**config.mk**
```make
export PLATFORM = sky130hd
export DESIGN_NAME = instance_distribution_selector_core
export DESIGN_NICKNAME = d
export VERILOG_FILES = /design/src/rtl/ids_pkg.sv /design/src/rtl/ids_div.sv /design/src/rtl/ids_ctrl.sv /design/src/rtl/ids_dp.sv /design/src/rtl/instance_distribution_selector_core.sv
export VERILOG_INCLUDE_DIRS = /design/src /design/src/rtl
export SDC_FILE = /design/constraint.sdc
export NUM_CORES = 2
export LEC_CHECK = 0
export BUFFER_PORTS_ARGS = -buffer_cell sky130_fd_sc_hd__clkbuf_2
export CELL_PAD_IN_SITES_DETAIL_PLACEMENT = 0
export CELL_PAD_IN_SITES_GLOBAL_PLACEMENT = 2
export CORE_MARGIN = 5
export CORE_UTILIZATION = 35
export CTS_CLUSTER_DIAMETER = 100
export DETAILED_ROUTE_END_ITERATION = 6
export PLACE_DENSITY = 0.62
export SETUP_SLACK_MARGIN = 0.02
export SYNTH_ARGS = -nofsm -noshare
export SYNTH_HDL_FRONTEND = slang
export SYNTH_SLANG_ARGS = --single-unit
export TNS_END_PERCENT = 50
```
**constraint.sdc**
```tcl
create_clock -name clk -period 15 [get_ports clk]
set_input_delay 1.5 -clock clk [delete_from_list [all_inputs] [get_ports clk]]
set_output_delay 1.5 -clock clk [all_outputs]
set_load 0.01 [all_outputs]
```
**src/rtl/instance_distribution_selector_core_macros.svh**
```systemverilog
// Assertion shorthands shared by the selector modules.
`ifndef INSTANCE_DISTRIBUTION_SELECTOR_CORE_MACROS_SVH
`define INSTANCE_DISTRIBUTION_SELECTOR_CORE_MACROS_SVH

// Same-cycle implication, sampled on clk and switched off during reset.
`define IDS_ASSERT_IMPL(label, ante, cons, msg) \
    label: assert property (@(posedge clk) disable iff (!rst_n) (ante) |-> (cons)) \
        else $error(msg);

// Next-cycle implication, sampled on clk and switched off during reset.
`define IDS_ASSERT_NEXT(label, ante, cons, msg) \
    label: assert property (@(posedge clk) disable iff (!rst_n) (ante) |=> (cons)) \
        else $error(msg);

`endif

```
**src/rtl/ids_pkg.sv**
```systemverilog
package ids_pkg;

    localparam int MAX_INSTANCES_DEF = 16;

    localparam int IN_TDATA_W  = 56;
    localparam int OUT_TDATA_W = 8;
    localparam int CFG_INDEX_W = 1;
    localparam int CFG_DATA_W  = 5;

    localparam int DIVIDEND_W = 32;
    localparam int DIVISOR_W  = 5;
    localparam int DIV_STEPS  = DIVIDEND_W;
    localparam int DIV_CNT_W  = $clog2(DIV_STEPS);

    localparam logic [7:0] CHAR_A = 8'h61;
    localparam logic [7:0] CHAR_Z = 8'h7a;

    localparam logic [CFG_INDEX_W-1:0] REG_MODE  = 1'b0;
    localparam logic [CFG_INDEX_W-1:0] REG_COUNT = 1'b1;

    localparam logic [1:0] MODE_RR    = 2'd0;
    localparam logic [1:0] MODE_LEAST = 2'd1;
    localparam logic [1:0] MODE_RANGE = 2'd2;
    localparam logic [1:0] MODE_NONE  = 2'd3;

    localparam logic [2:0] STATUS_OK       = 3'd0;
    localparam logic [2:0] STATUS_NO_INST  = 3'd1;
    localparam logic [2:0] STATUS_BAD_CHAR = 3'd2;
    localparam logic [2:0] STATUS_REFUSED  = 3'd3;
    localparam logic [2:0] STATUS_NO_ALG   = 3'd4;

    // Letters per instance, ceil(26 / count), indexed by the instance count.
    localparam logic [DIVISOR_W-1:0] PER_TABLE [32] = '{
        5'd1,  5'd26, 5'd13, 5'd9,  5'd7,  5'd6,  5'd5,  5'd4,
        5'd4,  5'd3,  5'd3,  5'd3,  5'd3,  5'd2,  5'd2,  5'd2,
        5'd2,  5'd2,  5'd2,  5'd2,  5'd2,  5'd2,  5'd2,  5'd2,
        5'd2,  5'd2,  5'd1,  5'd1,  5'd1,  5'd1,  5'd1,  5'd1
    };

    typedef struct packed {
        logic       capture;
        logic       cap_load;
        logic       rr_step;
        logic       div_start;
        logic       range_sel;
        logic       scan_clear;
        logic       scan_step;
        logic       sel_load;
        logic       rd_sel;
        logic       upd_write;
        logic       res_set;
        logic [2:0] res_status;
        logic       res_stored;
        logic       out_load;
    } ids_cmd_t;

    typedef struct packed {
        logic       opcode;
        logic       tgt_in_range;
        logic       n_zero;
        logic [1:0] mode;
        logic       char_ok;
        logic       store_ok;
        logic       div_done;
        logic       scan_last;
        logic       out_free;
    } ids_stat_t;

endpackage

```
**src/rtl/ids_div.sv**
```systemverilog
module ids_div (
    input  logic                             clk,
    input  logic                             rst_n,
    input  logic                             start,
    input  logic [ids_pkg::DIVIDEND_W-1:0]   dividend,
    input  logic [ids_pkg::DIVISOR_W-1:0]    divisor,
    output logic                             done,
    output logic [ids_pkg::DIVIDEND_W-1:0]   quotient,
    output logic [ids_pkg::DIVISOR_W-1:0]    remainder
);

    logic                              busy_reg;
    logic                              done_reg;
    logic [ids_pkg::DIV_CNT_W-1:0]     cnt_reg;
    logic [ids_pkg::DIVIDEND_W-1:0]    dvd_reg;
    logic [ids_pkg::DIVISOR_W-1:0]     dvs_reg;
    logic [ids_pkg::DIVISOR_W-1:0]     rem_reg;
    logic [ids_pkg::DIVISOR_W:0]       trial;
    logic [ids_pkg::DIVISOR_W:0]       diff;
    logic                              ge;
    logic [ids_pkg::DIVISOR_W-1:0]     rem_next;

    // One quotient bit per cycle; the quotient shifts in behind the dividend.
    assign trial    = {rem_reg, dvd_reg[ids_pkg::DIVIDEND_W-1]};
    assign ge       = trial >= {1'b0, dvs_reg};
    assign diff     = trial - {1'b0, dvs_reg};
    assign rem_next = ge ? diff[ids_pkg::DIVISOR_W-1:0] : trial[ids_pkg::DIVISOR_W-1:0];

    always_ff @(posedge clk or negedge rst_n)
    begin
        if (!rst_n)
        begin
            busy_reg <= 1'b0;
            done_reg <= 1'b0;
            cnt_reg  <= '0;
        end
        else
        begin
            done_reg <= 1'b0;
            if (start)
            begin
                busy_reg <= 1'b1;
                cnt_reg  <= '0;
            end
            else if (busy_reg)
            begin
                cnt_reg <= cnt_reg + ids_pkg::DIV_CNT_W'(1);
                if (cnt_reg == ids_pkg::DIV_CNT_W'(ids_pkg::DIV_STEPS - 1))
                begin
                    busy_reg <= 1'b0;
                    done_reg <= 1'b1;
                end
            end
        end
    end

    always_ff @(posedge clk)
    begin
        if (start)
        begin
            dvd_reg <= dividend;
            dvs_reg <= divisor;
            rem_reg <= '0;
        end
        else if (busy_reg)
        begin
            dvd_reg <= {dvd_reg[ids_pkg::DIVIDEND_W-2:0], ge};
            rem_reg <= rem_next;
        end
    end

    assign done      = done_reg;
    assign quotient  = dvd_reg;
    assign remainder = rem_reg;

endmodule

```
**src/rtl/ids_ctrl.sv**
```systemverilog
`include "instance_distribution_selector_core_macros.svh"

module ids_ctrl (
    input  logic               clk,
    input  logic               rst_n,
    input  logic               s_tvalid,
    output logic               s_tready,
    input  ids_pkg::ids_stat_t stat,
    output ids_pkg::ids_cmd_t  cmd
);

    localparam logic [2:0] ST_IDLE   = 3'd0;
    localparam logic [2:0] ST_DECODE = 3'd1;
    localparam logic [2:0] ST_DIV    = 3'd2;
    localparam logic [2:0] ST_SCAN   = 3'd3;
    localparam logic [2:0] ST_CHECK  = 3'd4;
    localparam logic [2:0] ST_WRITE  = 3'd5;
    localparam logic [2:0] ST_DONE   = 3'd6;

    logic [2:0] state_reg;
    logic [2:0] state_next;

    always_ff @(posedge clk or negedge rst_n)
    begin
        if (!rst_n)
        begin
            state_reg <= ST_IDLE;
        end
        else
        begin
            state_reg <= state_next;
        end
    end

    always_comb
    begin
        cmd        = '0;
        state_next = state_reg;
        s_tready   = (state_reg == ST_IDLE);
        unique case (state_reg)
            ST_IDLE:
            begin
                if (s_tvalid)
                begin
                    cmd.capture = 1'b1;
                    state_next  = ST_DECODE;
                end
            end
            ST_DECODE:
            begin
                if (stat.opcode)
                begin
                    cmd.res_set    = 1'b1;
                    cmd.cap_load   = stat.tgt_in_range;
                    cmd.res_status = stat.tgt_in_range ? ids_pkg::STATUS_OK
                                                       : ids_pkg::STATUS_NO_INST;
                    state_next     = ST_DONE;
                end
                else if (stat.n_zero)
                begin
                    cmd.res_set    = 1'b1;
                    cmd.res_status = ids_pkg::STATUS_NO_INST;
                    state_next     = ST_DONE;
                end
                else
                begin
                    unique case (stat.mode)
                        ids_pkg::MODE_RR:
                        begin
                            cmd.rr_step   = 1'b1;
                            cmd.div_start = 1'b1;
                            state_next    = ST_DIV;
                        end
                        ids_pkg::MODE_LEAST:
                        begin
                            cmd.scan_clear = 1'b1;
                            state_next     = ST_SCAN;
                        end
                        ids_pkg::MODE_RANGE:
                        begin
                            if (stat.char_ok)
                            begin
                                cmd.div_start = 1'b1;
                                cmd.range_sel = 1'b1;
                                state_next    = ST_DIV;
                            end
                            else
                            begin
                                cmd.res_set    = 1'b1;
                                cmd.res_status = ids_pkg::STATUS_BAD_CHAR;
                                state_next     = ST_DONE;
                            end
                        end
                        ids_pkg::MODE_NONE:
                        begin
                            cmd.res_set    = 1'b1;
                            cmd.res_status = ids_pkg::STATUS_NO_ALG;
                            state_next     = ST_DONE;
                        end
                    endcase
                end
            end
            ST_DIV:
            begin
                cmd.range_sel = (stat.mode == ids_pkg::MODE_RANGE);
                if (stat.div_done)
                begin
                    cmd.sel_load = 1'b1;
                    state_next   = ST_CHECK;
                end
            end
            ST_SCAN:
            begin
                cmd.scan_step = 1'b1;
                if (stat.scan_last)
                begin
                    state_next = ST_CHECK;
                end
            end
            ST_CHECK:
            begin
                cmd.res_set = 1'b1;
                if (stat.store_ok)
                begin
                    cmd.rd_sel     = 1'b1;
                    cmd.res_status = ids_pkg::STATUS_OK;
                    cmd.res_stored = 1'b1;
                    state_next     = ST_WRITE;
                end
                else
                begin
                    cmd.res_status = ids_pkg::STATUS_REFUSED;
                    state_next     = ST_DONE;
                end
            end
            ST_WRITE:
            begin
                cmd.upd_write = 1'b1;
                state_next    = ST_DONE;
            end
            ST_DONE:
            begin
                if (stat.out_free)
                begin
                    cmd.out_load = 1'b1;
                    state_next   = ST_IDLE;
                end
            end
            default:
            begin
                state_next = ST_IDLE;
            end
        endcase
    end

    `IDS_ASSERT_IMPL(a_div_entry, state_reg == ST_DIV && $past(state_reg) != ST_DIV, $past(state_reg) == ST_DECODE, "divider wait entered from a state other than decode")
    `IDS_ASSERT_NEXT(a_capture_decode, s_tvalid && s_tready, state_reg == ST_DECODE, "accepted item was not decoded")

endmodule

```
**src/rtl/ids_dp.sv**
```systemverilog
`include "instance_distribution_selector_core_macros.svh"

module ids_dp #(
    parameter int MAX_INSTANCES = ids_pkg::MAX_INSTANCES_DEF
) (
    input  logic                               clk,
    input  logic                               rst_n,
    input  logic [ids_pkg::IN_TDATA_W-1:0]     s_tdata,
    input  logic                               s_tuser,
    output logic                               m_tvalid,
    input  logic                               m_tready,
    output logic [ids_pkg::OUT_TDATA_W-1:0]    m_tdata,
    input  logic                               cfg_valid,
    output logic                               cfg_ready,
    input  logic [ids_pkg::CFG_INDEX_W-1:0]    cfg_index,
    input  logic [ids_pkg::CFG_DATA_W-1:0]     cfg_data,
    input  ids_pkg::ids_cmd_t                  cmd,
    output ids_pkg::ids_stat_t                 stat
);

    localparam int IDX_W = (MAX_INSTANCES > 1) ? $clog2(MAX_INSTANCES) : 1;
    localparam int CNT_W = $clog2(MAX_INSTANCES + 1);

    logic [1:0]                          mode_reg;
    logic [ids_pkg::CFG_DATA_W-1:0]      count_reg;
    logic [CNT_W-1:0]                    n;

    logic                                op_reg;
    logic [7:0]                          ch_reg;
    logic [7:0]                          len_reg;
    logic                                ok_reg;
    logic [3:0]                          tgt_reg;
    logic [31:0]                         capv_reg;

    logic [31:0]                         rr_counter_reg;
    logic [IDX_W-1:0]                    sel_reg;
    logic [CNT_W-1:0]                    scan_idx_reg;
    logic [CNT_W-1:0]                    scan_prev;
    logic [31:0]                         best_free_reg;

    logic [63:0]                         mem [MAX_INSTANCES];
    logic [63:0]                         mem_q_reg;
    logic                                valid_q_reg;
    logic [MAX_INSTANCES-1:0]            valid_reg;
    logic [IDX_W-1:0]                    rd_addr;
    logic [IDX_W-1:0]                    wr_addr;
    logic [IDX_W-1:0]                    tgt_idx;
    logic [63:0]                         wr_data;
    logic                                wr_en;

    logic [31:0]                         cap_q;
    logic [31:0]                         used_q;
    logic [31:0]                         free;
    logic [32:0]                         used_sum;
    logic [31:0]                         used_new;

    logic [7:0]                          ch_off;
    logic [4:0]                          n_ext;
    logic [ids_pkg::DIVIDEND_W-1:0]      div_dvd;
    logic [ids_pkg::DIVISOR_W-1:0]       div_dvs;
    logic                                div_done;
    logic [ids_pkg::DIVIDEND_W-1:0]      div_quo;
    logic [ids_pkg::DIVISOR_W-1:0]       div_rem;
    logic [CNT_W-1:0]                    sel_kr;

    logic [2:0]                          res_status_reg;
    logic                                res_stored_reg;
    logic [3:0]                          chosen;
    logic                                m_tvalid_reg;
    logic [ids_pkg::OUT_TDATA_W-1:0]     m_tdata_reg;

    assign cfg_ready = 1'b1;

    always_ff @(posedge clk or negedge rst_n)
    begin
        if (!rst_n)
        begin
            mode_reg  <= ids_pkg::MODE_RR;
            count_reg <= '0;
        end
        else if (cfg_valid)
        begin
            unique case (cfg_index)
                ids_pkg::REG_MODE:  mode_reg  <= cfg_data[1:0];
                ids_pkg::REG_COUNT: count_reg <= cfg_data;
            endcase
        end
    end

    // Counts above the number of built instances are treated as the maximum.
    assign n = (count_reg > 5'(MAX_INSTANCES)) ? CNT_W'(MAX_INSTANCES) : CNT_W'(count_reg);

    always_ff @(posedge clk)
    begin
        if (cmd.capture)
        begin
            op_reg   <= s_tuser;
            ch_reg   <= s_tdata[7:0];
            len_reg  <= s_tdata[15:8];
            ok_reg   <= s_tdata[16];
            tgt_reg  <= s_tdata[20:17];
            capv_reg <= s_tdata[52:21];
        end
    end

    assign ch_off  = ch_reg - ids_pkg::CHAR_A;
    assign n_ext   = 5'(n);
    assign div_dvd = cmd.range_sel ? 32'(ch_off) : rr_counter_reg;
    assign div_dvs = cmd.range_sel ? ids_pkg::PER_TABLE[n_ext] : ids_pkg::DIVISOR_W'(n);

    ids_div u_div (
        .clk       (clk),
        .rst_n     (rst_n),
        .start     (cmd.div_start),
        .dividend  (div_dvd),
        .divisor   (div_dvs),
        .done      (div_done),
        .quotient  (div_quo),
        .remainder (div_rem)
    );

    assign sel_kr = (div_quo >= 32'(n)) ? (n - CNT_W'(1)) : div_quo[CNT_W-1:0];

    // Entries that were never loaded read as zero capacity and zero usage.
    assign tgt_idx  = IDX_W'(tgt_reg);
    assign rd_addr  = cmd.rd_sel ? sel_reg : scan_idx_reg[IDX_W-1:0];
    assign cap_q    = valid_q_reg ? mem_q_reg[63:32] : 32'd0;
    assign used_q   = valid_q_reg ? mem_q_reg[31:0] : 32'd0;
    assign free     = (used_q > cap_q) ? 32'd0 : cap_q - used_q;
    assign used_sum = {1'b0, used_q} + 33'(len_reg);
    assign used_new = (used_sum > {1'b0, cap_q}) ? cap_q : used_sum[31:0];

    assign wr_en   = cmd.cap_load || (cmd.upd_write && valid_q_reg);
    assign wr_addr = cmd.cap_load ? tgt_idx : sel_reg;
    assign wr_data = cmd.cap_load ? {capv_reg, 32'd0} : {cap_q, used_new};

    always_ff @(posedge clk)
    begin
        if (wr_en)
        begin
            mem[wr_addr] <= wr_data;
        end
        mem_q_reg   <= mem[rd_addr];
        valid_q_reg <= valid_reg[rd_addr];
    end

    always_ff @(posedge clk or negedge rst_n)
    begin
        if (!rst_n)
        begin
            valid_reg <= '0;
        end
        else if (cmd.cap_load)
        begin
            valid_reg[tgt_idx] <= 1'b1;
        end
    end

    assign scan_prev = scan_idx_reg - CNT_W'(1);

    always_ff @(posedge clk or negedge rst_n)
    begin
        if (!rst_n)
        begin
            rr_counter_reg <= '0;
            sel_reg        <= '0;
            scan_idx_reg   <= '0;
            best_free_reg  <= '0;
        end
        else
        begin
            if (cmd.rr_step)
            begin
                rr_counter_reg <= rr_counter_reg + 32'd1;
            end
            if (cmd.capture || cmd.scan_clear)
            begin
                sel_reg       <= '0;
                scan_idx_reg  <= '0;
                best_free_reg <= '0;
            end
            else if (cmd.scan_step)
            begin
                scan_idx_reg <= scan_idx_reg + CNT_W'(1);
                if (scan_idx_reg != '0
                    && (scan_idx_reg == CNT_W'(1) || free > best_free_reg))
                begin
                    sel_reg       <= scan_prev[IDX_W-1:0];
                    best_free_reg <= free;
                end
            end
            else if (cmd.sel_load)
            begin
                sel_reg <= cmd.range_sel ? sel_kr[IDX_W-1:0] : IDX_W'(div_rem);
            end
        end
    end

    assign chosen = op_reg ? tgt_reg : 4'(sel_reg);

    always_ff @(posedge clk)
    begin
        if (cmd.res_set)
        begin
            res_status_reg <= cmd.res_status;
            res_stored_reg <= cmd.res_stored;
        end
        if (cmd.out_load)
        begin
            m_tdata_reg <= {res_status_reg, res_stored_reg, chosen};
        end
    end

    always_ff @(posedge clk or negedge rst_n)
    begin
        if (!rst_n)
        begin
            m_tvalid_reg <= 1'b0;
        end
        else if (cmd.out_load)
        begin
            m_tvalid_reg <= 1'b1;
        end
        else if (m_tready)
        begin
            m_tvalid_reg <= 1'b0;
        end
    end

    assign m_tvalid = m_tvalid_reg;
    assign m_tdata  = m_tdata_reg;

    assign stat.opcode       = op_reg;
    assign stat.tgt_in_range = 32'(tgt_reg) < 32'(MAX_INSTANCES);
    assign stat.n_zero       = (n == '0);
    assign stat.mode         = mode_reg;
    assign stat.char_ok      = (ch_reg >= ids_pkg::CHAR_A) && (ch_reg <= ids_pkg::CHAR_Z);
    assign stat.store_ok     = ok_reg;
    assign stat.div_done     = div_done;
    assign stat.scan_last    = (scan_idx_reg == n);
    assign stat.out_free     = !m_tvalid_reg || m_tready;

    `IDS_ASSERT_IMPL(a_out_slot_free, cmd.out_load, !m_tvalid_reg || m_tready, "result loaded over an item still waiting")
    `IDS_ASSERT_IMPL(a_one_write, cmd.cap_load, !cmd.upd_write, "capacity load and usage update in the same cycle")
    `IDS_ASSERT_NEXT(a_sel_in_range, cmd.sel_load, CNT_W'(sel_reg) < n, "selected instance beyond the active count")
    `IDS_ASSERT_IMPL(a_usage_saturates, cmd.upd_write && valid_q_reg, used_new <= cap_q, "usage update exceeds capacity")

endmodule

```
**src/rtl/instance_distribution_selector_core.sv**
```systemverilog
// Picks the storage instance that takes a key, by round robin, by most free space or by the
// key's first letter, and keeps per-instance capacity and usage for up to MAX_INSTANCES
// instances; one item is handled at a time and each gives one result item. Round robin and
// key range wait on the bit-serial divider that computes the counter modulo the count or the
// letter offset over the letters per instance, one bit per cycle over 32 bits. Most free
// space scans the capacity memory at one entry per cycle. A finished result waits in an
// output register, so the next item is accepted while it is still held. Per-entry valid bits
// clear the capacity and usage memory at reset, so no clearing pass is needed and items are
// accepted straight away.
module instance_distribution_selector_core #(
    parameter int MAX_INSTANCES = ids_pkg::MAX_INSTANCES_DEF
) (
    input  logic                               clk,
    input  logic                               rst_n,
    input  logic                               s_tvalid,
    output logic                               s_tready,
    // first_char [7:0], key_length [15:8], store_ok [16], target_index [20:17],
    // capacity_value [52:21], zero fill [55:53]
    input  logic [ids_pkg::IN_TDATA_W-1:0]     s_tdata,
    // opcode [0]
    input  logic                               s_tuser,
    output logic                               m_tvalid,
    input  logic                               m_tready,
    // chosen_instance [3:0], stored [4], status [7:5]
    output logic [ids_pkg::OUT_TDATA_W-1:0]    m_tdata,
    input  logic                               cfg_valid,
    output logic                               cfg_ready,
    input  logic [ids_pkg::CFG_INDEX_W-1:0]    cfg_index,
    input  logic [ids_pkg::CFG_DATA_W-1:0]     cfg_data
);

    ids_pkg::ids_cmd_t  cmd;
    ids_pkg::ids_stat_t stat;

    ids_ctrl u_ctrl (
        .clk      (clk),
        .rst_n    (rst_n),
        .s_tvalid (s_tvalid),
        .s_tready (s_tready),
        .stat     (stat),
        .cmd      (cmd)
    );

    ids_dp #(
        .MAX_INSTANCES (MAX_INSTANCES)
    ) u_dp (
        .clk       (clk),
        .rst_n     (rst_n),
        .s_tdata   (s_tdata),
        .s_tuser   (s_tuser),
        .m_tvalid  (m_tvalid),
        .m_tready  (m_tready),
        .m_tdata   (m_tdata),
        .cfg_valid (cfg_valid),
        .cfg_ready (cfg_ready),
        .cfg_index (cfg_index),
        .cfg_data  (cfg_data),
        .cmd       (cmd),
        .stat      (stat)
    );

endmodule
```
==> flow_summary.yaml <==
floorplan:
  placeableCoreArea_um2: 157000
  initial_core_util_pct: 35.3
  die-area_um2: 166000
  pin_count: 79
  rows: 145
  fp.dieH_um: 407
  die_width_um: 407
timing:
  hold-worst-slack_ps: 429
  fin_worst_skew_ps: 35.8
  rsz0062_at_grt: "no"
  relSlewSlack_pct: 9.05
  fmax_mhz: 122
  hold_violations: 0
  fin_tns_setup_ps: 0
  post-route-period-util_pct: 54.5
  period_needed_ps: 8170
  slew_violations: 0
  finalSetupViolCount: 0
  tightest_slew_ps: 1330
route:
  drt_wl_total_um: 154000
  antenna_left: 0
  drt_iter0_markers: 2589
  wire_per_inst_um: 26.7
  vias: 30369
  drc_errors: 0
  viasPerCell: 5.27
  first_pass_iters: 5
setup_path:
  critPathMostFrequentCell: "nor3_1"
  timing.rr.end: "u_dp.mem[11][31]"
  critPathKind: "flop to flop"
  rr_startpoint: "u_dp.valid_q_reg"
  worstRegToRegCells: 19
  crit_fanout: 20
  crit_slowest_cell: "nor4_1"
  worstPathCellList: "and2_1 > ha_1 > fa_1 > a21o_1 > a21oi_1 > o21ai_1 > nand4_1 > nor4_1 > xnor2_1 > ha_1 > nand2_1 > nor3_1 > nand3_1 > nor3_1 > nand3_1 > nor3_1 > a2bb2oi_4 > buf_4 > mux2i_1"
  crit_arrival_ps: 8560
  crit_path_start_kind: "flop"
  critPathMaxStageDelay_ps: 1150
  cp_data_required_time_ps: 15380
  rrSetupSlack_ps: 6830
  critPathCaptureType: "flop"
cts:
  hold_buffers: 0
  cts_made_buffers: 146
  htreeDepth: 4
  clock-root-buffer: "clkbuf_16"
  cts_tree: "done"
  ctsResizeCount: 0
  cts_sinks: 1304
  clkTransAtPathRegs_ps: 60
  clkLatencyLatePin_ps: 780
  ctsLongestPathBuffers: 3
  post-cts-setup-buffers: 0
min_path:
  min_from: "u_dp.res_status_reg[0]"
  hold_end: "u_dp.m_tdata[5]"
  hold_class: "flop to flop"
  whs_path_depth: 0
finish:
  multiInputGateArea_um2: 16300
  seq_area_um2: 37900
  layout-drive-gt1-share_pct: 18.0
  largest_reg_flops: 1024
  n_fill_cell: 14355
  nNetsFinal: 3780
  area_growth_pct: 13.9
  postLayoutCoreUtil_pct: 40.2
grt:
  grt_pass1_vias: 31251
  grt_max_degree: 118
  grt_usage_pct: 18.4
  antenna_found_initial: 4
  grt_overflow: 0
  grt_pass1_wl_um: 224000
pwr:
  p_leak_nw: 22.3
  seqPwrFrac_pct: 38.2
  combPwrFrac_pct: 35.2
  pwr-share-clk_pct: 26.6
  p_sw_mw: 4.60
  pwr_density_cell_nw_per_um2: 209
  power_switching_share_pct: 35.0
  p_total_mw: 13.1
  vdd_drop_max_uv: 192
  p_int_mw: 8.55
logic_synthesis:
  syn_area_um2: 55200
  synth_seq_cells: 1304
  ys_seq_area_share_pct: 68.7
  synth-edff-count: 1127
  synthesis.nets: 3657
  synthDistinctLibCells: 82
  syn_area_per_cell_um2: 16.0
  synthArstFlopShare_pct: 8.21
  yosys_warnings: 0
  synth_ff_type: "edfxtp_1"
  syn_inst: 3457
placed_design:
  gp_congestion: 0.783
  port_buffers: 74
  dp_hpwl_um: 88000
status:
  run_status: "finished, final reports clean"
job:
  drv_cap: 0
-- per-stage QoR --
stage | std cells | cell area (µm²) | setup slack, ps
final | 5764 | 62900 | 6830
after global routing | 5761 | 62900 | 6300
after CTS | 5761 | 62900 | 6710
after detailed placement | 5490 | 58200 | 6760
after global placement | 5490 | 58200 | 6900
after floorplan | 3457 | 55200 | 9170
-- critical path: cells and delay by family (launching register included) --
kind / cells / cell delay, ps
flops: 1 / 480
buf+inv: 1 / 580
fa+ha+maj: 3 / 870
xor+xnor: 1 / 210
mux: 1 / 1100
simple gates: 9 / 3350
compound gates: 4 / 1150
-- cells by family after synthesis --
logic type      Yosys count  share of synthesized area (%)
compound gates          462                           5.66
xor+xnor                101                           1.60
fa+ha+maj               133                           3.05
buf+inv                 282                           2.16
flops                  1304                           68.7
mux                     321                           11.7
other cells               1                        0.00679
simple gates            853                           7.11
-- worst max-delay path by stage --
stage / depth (start not counted) / slack (ps) / from / end
global placement: 19 / 6900 / u_dp.valid_q_reg / u_dp.mem[0][28]
CTS: 19 / 6710 / u_dp.valid_q_reg / u_dp.mem[2][31]
detailed placement: 19 / 6760 / u_dp.valid_q_reg / u_dp.mem[13][31]
finish: 19 / 6830 / u_dp.valid_q_reg / u_dp.mem[11][31]
floorplan: 23 / 9170 / u_dp.valid_q_reg / u_dp.best_free_reg[27]
global route: 19 / 6300 / u_dp.valid_q_reg / u_dp.mem[2][28]
-- placed cells by master (no fill, tap or decap), drive strengths merged, types with 4 or more instances in the layout --
cell type,synthesis,routed
o21ai,71,71
buf,74,71
nand3,54,54
a21oi,77,77
nor2,114,114
edfxtp,1127,1127
nand2,437,437
clkinvlp,0,4
nor4,13,13
o21a,11,11
nor3,35,35
inv,113,124
mux2i,49,49
o211ai,12,12
or3,8,8
a21o,24,24
nand2b,16,16
xnor2,63,63
bufinv,0,7
xor2,38,38
o31ai,22,22
dfrtp,107,107
clkinv,0,51
mux2,12,12
nand4,33,33
or2,7,7
a211oi,73,73
clkbuf,95,271
nor3b,5,5
and2,85,85
o21bai,23,23
mux4,260,260
dfxtp,70,70
ha,129,129
nor2b,12,12
a31oi,74,74
a22o,33,33
o31a,5,5
and3,19,19
-- synthesized netlist by cell type, types with 5 or more instances --
library cell	instances	area (µm²)
a211oi_1	73	548
a21o_1	24	180
a21oi_1	76	380
a22o_1	33	289
a31oi_1	74	463
and2_1	85	532
and3_1	19	119
buf_1	15	56.3
buf_2	44	220
buf_4	9	67.6
buf_6	6	67.6
clkbuf_1	95	357
dfrtp_1	107	2680
dfxtp_1	70	1400
edfxtp_1	1127	33800
ha_1	129	1610
inv_1	112	420
mux2_2	11	124
mux2i_1	49	490
mux4_2	260	5860
nand2_1	436	1640
nand2b_1	16	100
nand3_1	54	270
nand4_1	32	200
nor2_1	113	424
nor2b_1	12	75.1
nor3_1	32	160
nor3b_1	5	37.5
nor4_1	13	81.3
o211ai_1	12	90.1
o21a_1	11	82.6
o21ai_0	53	265
o21ai_1	18	90.1
o21bai_1	23	173
o31a_1	5	43.8
o31ai_1	20	150
or3_1	8	50.1
xnor2_1	63	552
xor2_1	38	333
-- cell type report --
cell class              count  share of cell area, %
clock inverters            73                   1.12
repair buffers            144                   1.49
inverters                 113                  0.674
well taps                2058                   4.09
clock buffers             198                   6.38
multi-input cells        1871                   25.9
diodes                      3                 0.0119
flip-flops and latches   1304                   60.3
-- per-layer routing --
metal	track usage, %	share of wire (%)
met1	26.9	47
met2	29.2	46
met3	2.71	4.2
met4	4.20	1.8
met5	0	0
-- power groups by stage --
stage | registers [mW] | logic (mW) | clock network, mW
2_1_floorplan | 4.94 | 3.29 | 0
3_3_place_gp | 5.09 | 4.65 | 0
3_5_place_dp | 5.09 | 4.65 | 0
4_1_cts | 5.02 | 4.67 | 3.59
5_1_grt | 5.05 | 5.09 | 3.75
6_report | 5.02 | 4.62 | 3.50
Power figures use the tool's default switching activity.
